`src/rtl/core/arpr_pkg.sv`:
```
// Shared types and constants for the ARP responder with peer learning.
`default_nettype none
package arpr_pkg;

    localparam int FRAME_MAX_DEF = 64;   // default frame buffer depth in bytes
    localparam int ARP_LEN       = 42;   // Ethernet header plus ARP body
    localparam int JOBQ_DEPTH    = 2;    // jobs between classifier and transmitter
    localparam int OUT_DEPTH     = 4;    // result words buffered at the output

    typedef enum logic [1:0] {
        OP_WHO_HAS,
        OP_STATUS,
        OP_REPLY
    } t_op;

    typedef struct packed {
        logic [31:0] own_ip;
        logic [31:0] peer_ip;
        logic [47:0] own_mac;
    } t_cfg;

    // mac_a: Ethernet source for a reply, learned MAC for a status job
    // mac_b: sender MAC of the request
    // ip   : target IP of a who-has, sender IP of a reply
    // flag : learned mark for a status job
    typedef struct packed {
        t_op         op;
        logic [47:0] mac_a;
        logic [47:0] mac_b;
        logic [31:0] ip;
        logic        flag;
    } t_job;

endpackage
`default_nettype wire

```
`src/rtl/core/arpr_ram.sv`:
```
// Generic single-write, single-read RAM with registered read data.
`default_nettype none
module arpr_ram #(
    parameter int WIDTH = 8,
    parameter int DEPTH = 64
) (
    input  wire logic                     i_clk,
    input  wire logic                     i_we,
    input  wire logic [$clog2(DEPTH)-1:0] i_waddr,
    input  wire logic [WIDTH-1:0]         i_wdata,
    input  wire logic [$clog2(DEPTH)-1:0] i_raddr,
    output logic      [WIDTH-1:0]         o_rdata
);

    logic [WIDTH-1:0] r_mem [DEPTH];

    always_ff @(posedge i_clk) begin
        if (i_we) begin
            r_mem[i_waddr] <= i_wdata;
        end
        o_rdata <= r_mem[i_raddr];
    end

endmodule
`default_nettype wire

```
`src/rtl/core/arpr_jobq.sv`:
```
// Short job queue between the frame classifier and the transmitter.
`default_nettype none
module arpr_jobq #(
    parameter int W = 8
) (
    input  wire logic         i_clk,
    input  wire logic         i_rst_n,
    input  wire logic         i_push,
    input  wire logic [W-1:0] i_data,
    output logic              o_full,
    input  wire logic         i_pop,
    output logic              o_empty,
    output logic      [W-1:0] o_data
);

    localparam int PW = (arpr_pkg::JOBQ_DEPTH > 1) ? $clog2(arpr_pkg::JOBQ_DEPTH) : 1;
    localparam int CNTW = $clog2(arpr_pkg::JOBQ_DEPTH + 1);

    logic [W-1:0]    r_mem [arpr_pkg::JOBQ_DEPTH];
    logic [PW-1:0]   r_wptr, r_rptr;
    logic [CNTW-1:0] r_cnt;
    logic            do_push, do_pop;

    assign o_full  = (r_cnt == CNTW'(arpr_pkg::JOBQ_DEPTH));
    assign o_empty = (r_cnt == '0);
    assign o_data  = r_mem[r_rptr];
    assign do_push = i_push && !o_full;
    assign do_pop  = i_pop && !o_empty;

    function automatic logic [PW-1:0] inc(logic [PW-1:0] p);
        return (p == PW'(arpr_pkg::JOBQ_DEPTH - 1)) ? '0 : p + PW'(1);
    endfunction

    always_ff @(posedge i_clk) begin
        if (!i_rst_n) begin
            r_wptr <= '0;
            r_rptr <= '0;
            r_cnt  <= '0;
        end else begin
            if (do_push) begin
                r_wptr <= inc(r_wptr);
            end
            if (do_pop) begin
                r_rptr <= inc(r_rptr);
            end
            r_cnt <= r_cnt + CNTW'(do_push) - CNTW'(do_pop);
        end
    end

    always_ff @(posedge i_clk) begin
        if (do_push) begin
            r_mem[r_wptr] <= i_data;
        end
    end

    a_cnt_bound: assert property (@(posedge i_clk) disable iff (!i_rst_n)
        r_cnt <= CNTW'(arpr_pkg::JOBQ_DEPTH))
        else $error("job queue count out of range");

endmodule
`default_nettype wire

```
`src/rtl/core/arpr_front.sv`:
```
// Front end: accepts words, stores frame bytes, checks ARP headers, learns the peer, queues jobs.
`default_nettype none
module arpr_front #(
    parameter int FRAME_MAX = arpr_pkg::FRAME_MAX_DEF
) (
    input  wire logic                          i_clk,
    input  wire logic                          i_rst_n,
    input  wire logic                          i_push,
    output logic                               o_full,
    input  wire logic [1:0]                    i_cmd,
    input  wire logic [7:0]                    i_data_byte,
    input  wire logic                          i_frame_end,
    input  wire arpr_pkg::t_cfg                i_cfg,
    output logic                               o_ram_we,
    output logic [$clog2(FRAME_MAX)-1:0]       o_ram_waddr,
    output logic [7:0]                         o_ram_wdata,
    output logic                               o_job_push,
    output arpr_pkg::t_job                     o_job,
    output logic [$clog2(FRAME_MAX+1)-1:0]     o_job_len,
    input  wire logic                          i_job_full,
    input  wire logic                          i_reply_done
);

    localparam int CW = $clog2(FRAME_MAX + 1);
    localparam int AW = $clog2(FRAME_MAX);

    localparam logic [1:0] CMD_BYTE     = 2'd0;
    localparam logic [1:0] CMD_WHO_PEER = 2'd1;
    localparam logic [1:0] CMD_ANNOUNCE = 2'd2;
    localparam logic [1:0] CMD_STATUS   = 2'd3;

    logic [CW-1:0] r_count, n_len;
    logic          r_ovf, n_ovf;
    logic          r_reply_busy;
    logic [47:0]   r_learn_mac;
    logic          r_learn_valid;

    // header fields shifted in as their bytes go by
    logic [47:0] r_esrc, n_esrc, r_sha, n_sha;
    logic [31:0] r_hwpr, n_hwpr, r_sip, n_sip, r_tip, n_tip;
    logic [15:0] r_op, n_op;

    logic acc, byte_acc, store, fin, frame_ok, learn, reply;

    function automatic logic in_win(logic [CW-1:0] c, int lo, int hi);
        return (c >= CW'(lo)) && (c <= CW'(hi));
    endfunction

    assign o_full   = i_job_full || r_reply_busy;
    assign acc      = i_push && !o_full;
    assign byte_acc = acc && (i_cmd == CMD_BYTE);
    assign store    = byte_acc && (r_count < CW'(FRAME_MAX));
    assign fin      = byte_acc && i_frame_end;

    assign o_ram_we    = store;
    assign o_ram_waddr = r_count[AW-1:0];
    assign o_ram_wdata = i_data_byte;

    always_comb begin
        n_esrc = r_esrc;
        n_hwpr = r_hwpr;
        n_op   = r_op;
        n_sha  = r_sha;
        n_sip  = r_sip;
        n_tip  = r_tip;
        if (store) begin
            if (in_win(r_count, 6, 11))  n_esrc = {r_esrc[39:0], i_data_byte};
            if (in_win(r_count, 14, 17)) n_hwpr = {r_hwpr[23:0], i_data_byte};
            if (in_win(r_count, 20, 21)) n_op   = {r_op[7:0], i_data_byte};
            if (in_win(r_count, 22, 27)) n_sha  = {r_sha[39:0], i_data_byte};
            if (in_win(r_count, 28, 31)) n_sip  = {r_sip[23:0], i_data_byte};
            if (in_win(r_count, 38, 41)) n_tip  = {r_tip[23:0], i_data_byte};
        end
    end

    assign n_len = store ? r_count + CW'(1) : r_count;
    assign n_ovf = r_ovf || (byte_acc && !store);

    // hardware type 1 and protocol 0x0800
    assign frame_ok = fin && !n_ovf && (n_len >= CW'(arpr_pkg::ARP_LEN))
                      && (n_hwpr == 32'h0001_0800);
    assign learn    = frame_ok && (n_sip == i_cfg.peer_ip);
    assign reply    = frame_ok && (n_op == 16'h0001) && (n_tip == i_cfg.own_ip);

    assign o_job_push = (acc && (i_cmd != CMD_BYTE)) || reply;

    always_comb begin
        o_job       = '0;
        o_job_len   = CW'(arpr_pkg::ARP_LEN);
        o_job.op    = arpr_pkg::OP_WHO_HAS;
        unique case (i_cmd)
            CMD_WHO_PEER: begin
                o_job.ip = i_cfg.peer_ip;
            end
            CMD_ANNOUNCE: begin
                o_job.ip = i_cfg.own_ip;
            end
            CMD_STATUS: begin
                o_job.op    = arpr_pkg::OP_STATUS;
                o_job.mac_a = r_learn_mac;
                o_job.flag  = r_learn_valid;
                o_job_len   = CW'(1);
            end
            default: begin
                o_job.op    = arpr_pkg::OP_REPLY;
                o_job.mac_a = n_esrc;
                o_job.mac_b = n_sha;
                o_job.ip    = n_sip;
                o_job_len   = n_len;
            end
        endcase
    end

    always_ff @(posedge i_clk) begin
        if (!i_rst_n) begin
            r_count       <= '0;
            r_ovf         <= 1'b0;
            r_reply_busy  <= 1'b0;
            r_learn_mac   <= '0;
            r_learn_valid <= 1'b0;
        end else begin
            if (fin) begin
                r_count <= '0;
                r_ovf   <= 1'b0;
            end else begin
                r_count <= n_len;
                r_ovf   <= n_ovf;
            end
            if (learn) begin
                r_learn_mac   <= n_sha;
                r_learn_valid <= 1'b1;
            end
            // frame store is read back by the transmitter until the reply is out
            if (reply) begin
                r_reply_busy <= 1'b1;
            end else if (i_reply_done) begin
                r_reply_busy <= 1'b0;
            end
        end
    end

    always_ff @(posedge i_clk) begin
        r_esrc <= n_esrc;
        r_hwpr <= n_hwpr;
        r_op   <= n_op;
        r_sha  <= n_sha;
        r_sip  <= n_sip;
        r_tip  <= n_tip;
    end

    a_no_write_in_reply: assert property (@(posedge i_clk) disable iff (!i_rst_n)
        r_reply_busy |-> !o_ram_we)
        else $error("frame store written while a reply reads it");

    a_count_bound: assert property (@(posedge i_clk) disable iff (!i_rst_n)
        r_count <= CW'(FRAME_MAX))
        else $error("byte count past buffer depth");

    a_push_room: assert property (@(posedge i_clk) disable iff (!i_rst_n)
        o_job_push |-> !i_job_full)
        else $error("job pushed into full queue");

endmodule
`default_nettype wire

```
`src/rtl/core/arpr_back.sv`:
```
// Back end: runs queued jobs, builds outgoing bytes and status words into an output queue.
`default_nettype none
module arpr_back #(
    parameter int FRAME_MAX = arpr_pkg::FRAME_MAX_DEF
) (
    input  wire logic                          i_clk,
    input  wire logic                          i_rst_n,
    input  wire arpr_pkg::t_cfg                i_cfg,
    input  wire logic                          i_job_empty,
    input  wire arpr_pkg::t_job                i_job,
    input  wire logic [$clog2(FRAME_MAX+1)-1:0] i_job_len,
    output logic                               o_job_pop,
    output logic [$clog2(FRAME_MAX)-1:0]       o_ram_raddr,
    input  wire logic [7:0]                    i_ram_rdata,
    output logic                               o_reply_done,
    output logic                               o_empty,
    input  wire logic                          i_pop,
    output logic                               o_kind,
    output logic [7:0]                         o_tx_byte,
    output logic                               o_tx_last,
    output logic [47:0]                        o_peer_mac,
    output logic                               o_peer_mac_valid
);

    localparam int CW   = $clog2(FRAME_MAX + 1);
    localparam int AW   = $clog2(FRAME_MAX);
    localparam int PW   = $clog2(arpr_pkg::OUT_DEPTH);
    localparam int CNTW = $clog2(arpr_pkg::OUT_DEPTH + 1);

    typedef struct packed {
        logic        kind;
        logic [7:0]  tx_byte;
        logic        tx_last;
        logic [47:0] peer_mac;
        logic        peer_mac_valid;
    } t_out;

    logic           r_busy;
    arpr_pkg::t_job r_job;
    logic [CW-1:0]  r_len, r_k;

    logic           r_b_valid, r_b_use_ram;
    t_out           r_b_word;

    t_out            r_oq [arpr_pkg::OUT_DEPTH];
    logic [PW-1:0]   r_wptr, r_rptr;
    logic [CNTW-1:0] r_cnt;

    logic     room, issue, last, hdr, use_ram, oq_pop;
    logic [5:0] p;
    logic [8:0] rsel;
    t_out     word, b_out;

    function automatic logic [7:0] mac_byte(logic [47:0] mac, logic [5:0] off);
        logic [7:0] b;
        unique case (off[2:0])
            3'd0:    b = mac[47:40];
            3'd1:    b = mac[39:32];
            3'd2:    b = mac[31:24];
            3'd3:    b = mac[23:16];
            3'd4:    b = mac[15:8];
            3'd5:    b = mac[7:0];
            default: b = 8'h00;
        endcase
        return b;
    endfunction

    function automatic logic [7:0] ip_byte(logic [31:0] ip, logic [5:0] off);
        logic [7:0] b;
        unique case (off[1:0])
            2'd0:    b = ip[31:24];
            2'd1:    b = ip[23:16];
            2'd2:    b = ip[15:8];
            default: b = ip[7:0];
        endcase
        return b;
    endfunction

    function automatic logic [7:0] whohas_byte(logic [5:0] q, logic [47:0] mac,
                                               logic [31:0] sip, logic [31:0] tip);
        logic [7:0] b;
        b = 8'h00;
        if (q <= 6'd5)       b = 8'hFF;
        else if (q <= 6'd11) b = mac_byte(mac, q - 6'd6);
        else if (q <= 6'd21) begin
            unique case (q)
                6'd12:   b = 8'h08;
                6'd13:   b = 8'h06;
                6'd16:   b = 8'h08;
                6'd18:   b = 8'h06;
                6'd19:   b = 8'h04;
                6'd15,
                6'd21:   b = 8'h01;
                default: b = 8'h00;
            endcase
        end
        else if (q <= 6'd27) b = mac_byte(mac, q - 6'd22);
        else if (q <= 6'd31) b = ip_byte(sip, q - 6'd28);
        else if (q <= 6'd37) b = 8'h00;
        else                 b = ip_byte(tip, q - 6'd38);
        return b;
    endfunction

    // {take from frame store, byte}
    function automatic logic [8:0] reply_byte(logic [5:0] q, arpr_pkg::t_job j,
                                              arpr_pkg::t_cfg c);
        logic [8:0] r;
        r = {1'b1, 8'h00};
        if (q <= 6'd5)                       r = {1'b0, mac_byte(j.mac_a, q)};
        else if (q <= 6'd11)                 r = {1'b0, mac_byte(c.own_mac, q - 6'd6)};
        else if (q == 6'd21)                 r = {1'b0, 8'h02};
        else if (q >= 6'd22 && q <= 6'd27)   r = {1'b0, mac_byte(c.own_mac, q - 6'd22)};
        else if (q >= 6'd28 && q <= 6'd31)   r = {1'b0, ip_byte(c.own_ip, q - 6'd28)};
        else if (q >= 6'd32 && q <= 6'd37)   r = {1'b0, mac_byte(j.mac_b, q - 6'd32)};
        else if (q >= 6'd38 && q <= 6'd41)   r = {1'b0, ip_byte(j.ip, q - 6'd38)};
        return r;
    endfunction

    // a word is issued only when the output queue has a slot for it in the following cycle
    assign room      = (r_cnt + CNTW'(r_b_valid)) < CNTW'(arpr_pkg::OUT_DEPTH);
    assign issue     = r_busy && room;
    assign last      = (r_k == r_len - CW'(1));
    assign o_job_pop = !r_busy && !i_job_empty;
    assign o_ram_raddr  = r_k[AW-1:0];
    assign o_reply_done = issue && last && (r_job.op == arpr_pkg::OP_REPLY);

    assign hdr  = (r_k < CW'(arpr_pkg::ARP_LEN));
    assign p    = r_k[5:0];
    assign rsel = reply_byte(p, r_job, i_cfg);

    always_comb begin
        word    = '0;
        use_ram = 1'b0;
        word.tx_last = last;
        unique case (r_job.op)
            arpr_pkg::OP_STATUS: begin
                word.kind           = 1'b1;
                word.tx_last        = 1'b1;
                word.peer_mac       = r_job.mac_a;
                word.peer_mac_valid = r_job.flag;
            end
            arpr_pkg::OP_WHO_HAS: begin
                word.tx_byte = whohas_byte(p, i_cfg.own_mac, i_cfg.own_ip, r_job.ip);
            end
            default: begin
                use_ram      = !hdr || rsel[8];
                word.tx_byte = rsel[7:0];
            end
        endcase
    end

    always_comb begin
        b_out = r_b_word;
        if (r_b_use_ram) begin
            b_out.tx_byte = i_ram_rdata;
        end
    end

    assign oq_pop = i_pop && !o_empty;

    always_ff @(posedge i_clk) begin
        if (!i_rst_n) begin
            r_busy    <= 1'b0;
            r_b_valid <= 1'b0;
            r_wptr    <= '0;
            r_rptr    <= '0;
            r_cnt     <= '0;
        end else begin
            if (o_job_pop) begin
                r_busy <= 1'b1;
            end else if (issue && last) begin
                r_busy <= 1'b0;
            end
            r_b_valid <= issue;
            if (r_b_valid) begin
                r_wptr <= r_wptr + PW'(1);
            end
            if (oq_pop) begin
                r_rptr <= r_rptr + PW'(1);
            end
            r_cnt <= r_cnt + CNTW'(r_b_valid) - CNTW'(oq_pop);
        end
    end

    always_ff @(posedge i_clk) begin
        if (o_job_pop) begin
            r_job <= i_job;
            r_len <= i_job_len;
            r_k   <= '0;
        end else if (issue) begin
            r_k <= r_k + CW'(1);
        end
        r_b_word    <= word;
        r_b_use_ram <= use_ram;
        if (r_b_valid) begin
            r_oq[r_wptr] <= b_out;
        end
    end

    assign o_empty          = (r_cnt == '0);
    assign o_kind           = r_oq[r_rptr].kind;
    assign o_tx_byte        = r_oq[r_rptr].tx_byte;
    assign o_tx_last        = r_oq[r_rptr].tx_last;
    assign o_peer_mac       = r_oq[r_rptr].peer_mac;
    assign o_peer_mac_valid = r_oq[r_rptr].peer_mac_valid;

    a_oq_slot: assert property (@(posedge i_clk) disable iff (!i_rst_n)
        r_b_valid |-> (r_cnt < CNTW'(arpr_pkg::OUT_DEPTH)))
        else $error("output queue overrun");

    a_job_ends: assert property (@(posedge i_clk) disable iff (!i_rst_n)
        (issue && last) |=> !r_busy)
        else $error("job still running after its last word");

endmodule
`default_nettype wire

```
`src/rtl/core/arp_responder_with_peer_learning_core.sv`:
```
// ARP responder with upstream peer learning: top level with configuration registers.
//
// Input queue (push/full): cmd 0 carries one received frame byte, frame_end
// marks the last one; cmd 1 sends a who-has for peer_ip, cmd 2 a gratuitous
// announcement, cmd 3 reads the learned peer MAC. Frame bytes are taken one
// per cycle unless full. A request for own_ip is answered at the received length.
// Result queue (empty/pop): transmitted bytes (kind 0) with tx_last on the
// final byte, or one status word (kind 1).
// A job goes from the job queue to the transmitter's job register; each word
// goes through a staging register, with the registered frame store read, into
// the 4-deep output queue: one byte per cycle while that queue has room.
// A job queue of two sits between the classifier and the transmitter; full
// rises when it is full, and while a reply is still being read out of the
// frame store (until its last byte is issued), so after the last byte of an
// answered request full stays high until the reply's last byte is issued.
// When the result side stalls, the output queue fills, the transmitter
// waits, then the job queue fills and full rises.
// Reset clears registers, counters, the learned MAC and all queues; the frame
// store is kept. Registers must be written over APB only while idle; not enforced.
`default_nettype none
module arp_responder_with_peer_learning_core #(
    parameter int FRAME_MAX = arpr_pkg::FRAME_MAX_DEF
) (
    input  wire logic        i_clk,
    input  wire logic        i_rst_n,
    input  wire logic        psel,
    input  wire logic        penable,
    input  wire logic        pwrite,
    input  wire logic [4:0]  paddr,
    input  wire logic [63:0] pwdata,
    output logic      [63:0] prdata,
    output logic             pready,
    input  wire logic        push,
    output logic             full,
    input  wire logic [1:0]  i_cmd,
    input  wire logic [7:0]  i_data_byte,
    input  wire logic        i_frame_end,
    output logic             empty,
    input  wire logic        pop,
    output logic             o_kind,
    output logic [7:0]       o_tx_byte,
    output logic             o_tx_last,
    output logic [47:0]      o_peer_mac,
    output logic             o_peer_mac_valid
);

    localparam int CW = $clog2(FRAME_MAX + 1);
    localparam int AW = $clog2(FRAME_MAX);
    localparam int JW = CW + $bits(arpr_pkg::t_job);

    localparam logic [1:0] REG_OWN_IP  = 2'd0;
    localparam logic [1:0] REG_PEER_IP = 2'd1;
    localparam logic [1:0] REG_OWN_MAC = 2'd2;

    arpr_pkg::t_cfg r_cfg;
    logic           wr;

    logic                ram_we;
    logic [AW-1:0]       ram_waddr, ram_raddr;
    logic [7:0]          ram_wdata, ram_rdata;

    logic                f_job_push, q_full, q_empty, b_pop, reply_done;
    arpr_pkg::t_job      f_job, b_job;
    logic [CW-1:0]       f_len, b_len;
    logic [JW-1:0]       q_out;

    assign pready = 1'b1;
    assign wr     = psel && penable && pwrite && pready;

    always_ff @(posedge i_clk) begin
        if (!i_rst_n) begin
            r_cfg <= '0;
        end else if (wr) begin
            unique case (paddr[4:3])
                REG_OWN_IP:  r_cfg.own_ip  <= pwdata[31:0];
                REG_PEER_IP: r_cfg.peer_ip <= pwdata[31:0];
                REG_OWN_MAC: r_cfg.own_mac <= pwdata[47:0];
                default: ;
            endcase
        end
    end

    always_comb begin
        unique case (paddr[4:3])
            REG_OWN_IP:  prdata = {32'h0, r_cfg.own_ip};
            REG_PEER_IP: prdata = {32'h0, r_cfg.peer_ip};
            REG_OWN_MAC: prdata = {16'h0, r_cfg.own_mac};
            default:     prdata = '0;
        endcase
    end

    arpr_front #(.FRAME_MAX(FRAME_MAX)) u_front (
        .i_clk        (i_clk),
        .i_rst_n      (i_rst_n),
        .i_push       (push),
        .o_full       (full),
        .i_cmd        (i_cmd),
        .i_data_byte  (i_data_byte),
        .i_frame_end  (i_frame_end),
        .i_cfg        (r_cfg),
        .o_ram_we     (ram_we),
        .o_ram_waddr  (ram_waddr),
        .o_ram_wdata  (ram_wdata),
        .o_job_push   (f_job_push),
        .o_job        (f_job),
        .o_job_len    (f_len),
        .i_job_full   (q_full),
        .i_reply_done (reply_done)
    );

    arpr_ram #(.WIDTH(8), .DEPTH(FRAME_MAX)) u_store (
        .i_clk   (i_clk),
        .i_we    (ram_we),
        .i_waddr (ram_waddr),
        .i_wdata (ram_wdata),
        .i_raddr (ram_raddr),
        .o_rdata (ram_rdata)
    );

    arpr_jobq #(.W(JW)) u_jobq (
        .i_clk   (i_clk),
        .i_rst_n (i_rst_n),
        .i_push  (f_job_push),
        .i_data  ({f_len, f_job}),
        .o_full  (q_full),
        .i_pop   (b_pop),
        .o_empty (q_empty),
        .o_data  (q_out)
    );

    assign b_len = q_out[JW-1 -: CW];
    assign b_job = arpr_pkg::t_job'(q_out[$bits(arpr_pkg::t_job)-1:0]);

    arpr_back #(.FRAME_MAX(FRAME_MAX)) u_back (
        .i_clk            (i_clk),
        .i_rst_n          (i_rst_n),
        .i_cfg            (r_cfg),
        .i_job_empty      (q_empty),
        .i_job            (b_job),
        .i_job_len        (b_len),
        .o_job_pop        (b_pop),
        .o_ram_raddr      (ram_raddr),
        .i_ram_rdata      (ram_rdata),
        .o_reply_done     (reply_done),
        .o_empty          (empty),
        .i_pop            (pop),
        .o_kind           (o_kind),
        .o_tx_byte        (o_tx_byte),
        .o_tx_last        (o_tx_last),
        .o_peer_mac       (o_peer_mac),
        .o_peer_mac_valid (o_peer_mac_valid)
    );

endmodule
`default_nettype wire
```
`config.mk`:
```
export PLATFORM = sky130hd
export DESIGN_NAME = arp_responder_with_peer_learning_core
export DESIGN_NICKNAME = d
export VERILOG_FILES = /design/src/rtl/core/arpr_pkg.sv /design/src/rtl/core/arpr_ram.sv /design/src/rtl/core/arpr_jobq.sv /design/src/rtl/core/arpr_front.sv /design/src/rtl/core/arpr_back.sv /design/src/rtl/core/arp_responder_with_peer_learning_core.sv
export SDC_FILE = /design/constraint.sdc
export NUM_CORES = 2
export LEC_CHECK = 0
export BUFFER_PORTS_ARGS = -buffer_cell sky130_fd_sc_hd__buf_4
export CELL_PAD_IN_SITES_DETAIL_PLACEMENT = 2
export CELL_PAD_IN_SITES_GLOBAL_PLACEMENT = 2
export CORE_UTILIZATION = 33
export CTS_CLUSTER_SIZE = 16
export DETAILED_ROUTE_END_ITERATION = 6
export PLACE_DENSITY = 0.65
export SLEW_MARGIN = 20
export SYNTH_ARGS = -nofsm -noshare
export SYNTH_HDL_FRONTEND = slang
export SYNTH_SLANG_ARGS = --single-unit
```
`constraint.sdc`:
```
create_clock -name i_clk -period 11.7 [get_ports i_clk]
set_input_delay 1.755 -clock i_clk [delete_from_list [all_inputs] [get_ports i_clk]]
set_output_delay 1.755 -clock i_clk [all_outputs]
set_load 0.05 [all_outputs]
```
==> key figures <==
Status
  – Status: finished, final reports clean

Critical path
  – Most used cell, CP: buf_4
  – Critical path's largest stage delay: between 0.8 and 0.9 ns
  – Crit path kind: input port to register
  – Buf/Inv on CP: 4
  – Crit path max fanout: between 70 and 80
  – CP Data Required Time: 12.12 ns
  – Nature of the critical path startpoint: input port
  – Worst EP arrival: about 6.4 ns
  – Crit path max-delay family: simple AND/OR/NAND/NOR gates
  – CP cell instances: buf_4, inv_1, ha_1, and4_1, o211a_1, buf_4, mux2_2, xor2_1, nor4b_1, nand4_1, o31ai_1, and2_4, buf_12
  – Critical-path top delay cell: and2_4
  – Crit path capture type: register

Finish
  – # fillers: between 15k and 20k
  – Share of cells above drive strength 1: approximately a quarter
  – Design area: about 0.075 mm2
  – Layout area overhead: 15.51%
  – Nets: around 4.6k

Power
  – Combinational Power Share: roughly a fifth
  – Fraction of power consumed by sequential logic: between 40% and 50%
  – Peak supply drop: roughly 0.18 mV
  – Internal Power: 11.21 mW
  – PD cells: around 210 mW/mm2
  – Sw frac: between 20% and 30%
  – Psw: 4.790 mW
  – Leak Pwr: around 25 nW
  – Clock share of power: between 30% and 40%

STA
  – Post-layout minimum cycle time: about 6 ns
  – Fmax: roughly 0.17 GHz
  – Final period util: between 50% and 60%
  – Count of final hold-check violations: 0
  – Rel. slew slack: roughly 28%
  – Final Max Tran Viols: 0
  – # setup viols final: 0
  – Fin Clk Skew: 0.06446 ns
  – Least-Margin Pin Slew: between 1 and 1.5 ns
  – Min Hold Slack: roughly 0.46 ns
  – RSZ-0062 raised after global routing: no
  – Final setup TNS: 0 ns

GRT
  – Overflow after GRT: 0
  – Largest net degree at the start of global routing: roughly 160
  – GRT busiest layer: met2
  – Vias in the first global route: approximately 41k
  – M1 GR Usage: roughly 26%
  – Total track usage: 19.81%
  – Met3 usage: ~2.8%
  – Met2 usage: between 30% and 40%
  – First-pass GRT wire length: roughly 290,000 um
  – Initial antenna violation count: 11

Detailed routing
  – Via density: between 5 and 6
  – WL final: approximately 200,000 um
  – Residual DRC count: 0
  – Post-route ant nets: 0
  – First DRT Iteration DRCs: 2,674
  – TritonRoute pass-1 iters: 5
  – Wire per inst: between 20 and 30 um
  – Vias: roughly 38k

Yosys
  – Register area share after synthesis: about two thirds
  – Synth Area per Inst: ~15 um2
  – Synth Cell Area: between 0.06 and 0.07 mm2
  – Number of library cell types mapped by synthesis: 78
  – FFs w/ async S/R, synth: 0%
  – Synth cell count leaders: edfxtp_1, nand2_1, dfxtp_1
  – Synth top area share: about 54%
  – Most common cell in the netlist: edfxtp_1
  – Synth Flop Type: edfxtp_1
  – Synth area leader: edfxtp_1
  – #FFs+latches synth: approximately 1.6k
  – Largest cells by area after synthesis: edfxtp_1, dfxtp_1, mux4_2, mux2_2, nand2_1
  – Post-synth EDFFs: 1,162
  – Post-Synthesis Cells: about 4.3k
  – Yosys warnings: 0

Placement
  – Hpwl dp: between 100,000 and 150,000 um
  – Placed instance area: 0.06862 mm2
  – I/O Buffers: ~180
  – Routability-driven placement congestion ratio: 0.8927

Worst hold path
  – HP Class: register to register

Die
  – Initial core utilization: about a third
  – Core ar.: between 0.15 and 0.2 mm2
  – Die Wd: approximately 440 um
  – Die area: 0.1973 mm2
  – Die span in y: 444.2 um
  – I/O Pins: between 200 and 250
  – # rows: approximately 160

Clock network
  – Clock transition at the registers of the reported paths: roughly 0.060 ns
  – Postcts setup bufs: 0
  – CTS Sinks: 1,630
  – Clk_lat worst skew: approximately 0.84 ns
  – H-tree depth: 4
  – Hold Buf Count CTS: 0
  – CTS tree: built
  – CTS buffer count: about 180
  – CTS Root Cell: clkbuf_16
  – Clock Tree Buf Depth: 3
  – Cts repair resizes: 0

Job
  – Max Cap Viol: 0
layout make-up:
class / instances / area [um2] / area share, %
sequential: 1630 / 44280 / 59.42
antenna: 2 / 5.005 / 0.006715
multi-input combinational: 2315 / 18900 / 25.36
clock inverter: 92 / 1090 / 1.462
tap: 2526 / 3161 / 4.241
clock buffer: 240 / 4806 / 6.449
timing repair buffer: 253 / 1974 / 2.649
inverter: 81 / 309.0 / 0.4147
power groups by stage:
stage | Sequential [mW] | Clock [mW] | Combinational [mW]
3_5_place_dp | 7.28 | 0 | 3.27
5_1_grt | 7.20 | 5.99 | 3.40
3_3_place_gp | 7.23 | 0 | 3.21
2_1_floorplan | 7.09 | 0 | 2.12
4_1_cts | 7.16 | 5.78 | 3.29
6_report | 7.15 | 5.65 | 3.20
worst reg2reg max path: cells and delay by family, from the launching register on:
family                     cells  cell delay (ns)
and+or+nand+nor                5             1.79
adders and majority gates      1             0.20
AOI/OAI and AO/OA              4             1.17
DFF                            1             0.59
buffers and inverters          4             1.17
cells by family (layout without fill, tap and decap cells):
| logic type | count (synthesis) | after routing | share of synthesized area, % |
|---|---|---|---|
| AOI/OAI and AO/OA | 566 | 566 | 5.550 |
| xor gates and xnor gates | 90 | 90 | 1.222 |
| adders and majority gates | 29 | 29 | 0.5624 |
| buffers and inverters | 368 | 666 | 2.319 |
| DFF | 1630 | 1630 | 68.61 |
| muxes | 649 | 649 | 15.02 |
| other | 2 | 19 | 0.01164 |
| and+or+nand+nor | 964 | 964 | 6.708 |
registers in the layout (all words and copies together), names as in the netlist, 51 cells and up, named ones only:
signal / flops
r_cfg: 112
u_back.b_out: 51
u_back.r_job: 131
u_back.r_oq: 236
u_jobq.r_mem: 276
u_store.r_mem: 512
metrics by stage:
step | setup slack (ns) | total power [mW] | util [%] | cells
finish | 5.728 | 16.00 | 38.54 | 7139
CTS | 5.664 | 16.23 | 38.53 | 7137
detailed placement | 4.821 | 10.54 | 35.48 | 6805
floorplan | 1.135 | 9.205 | - | 4313
global placement | 4.937 | 10.45 | 35.48 | 6805
global route | 5.351 | 16.58 | 38.54 | 7139
final timing paths:
| kind | startpoint | cells past startpoint | slack, ns | to |
|---|---|---|---|---|
| setup / recovery | i_cmd[0] | 13 | 5.73 | u_jobq.r_mem[1][77]$_DFFE_PP_ |
| hold / removal | r_cfg[109]$_SDFFE_PN0P_ | 2 | 0.46 | r_cfg[109]$_SDFFE_PN0P_ |
| setup reg to reg | u_front.r_count[1]$_SDFF_PP0_ | 14 | 6.29 | u_jobq.r_mem[1][77]$_DFFE_PP_ |
| hold reg to reg | r_cfg[109]$_SDFFE_PN0P_ | 2 | 0.46 | r_cfg[109]$_SDFFE_PN0P_ |
routing by layer:
layer | vias to the layer above | wire length, um
li1 | 16510 | -
met1 | 20030 | 85510
met2 | 835 | 98090
met3 | 263 | 7599
met4 | 2 | 5663
met5 | - | 11
placed cells by master (no fill, tap or decap), types with 76 or more instances in the layout:
| cell type | count |
|---|---|
| edfxtp_1 | 1162 |
| nand2_1 | 492 |
| dfxtp_1 | 462 |
| mux2_2 | 319 |
| buf_4 | 247 |
| mux4_2 | 223 |
| nor2_1 | 187 |
| a21oi_1 | 183 |
| clkbuf_16 | 177 |
| o21ai_0 | 160 |
| and2_1 | 120 |
| mux2i_1 | 106 |
| inv_1 | 76 |
Power figures use the tool's default switching activity.
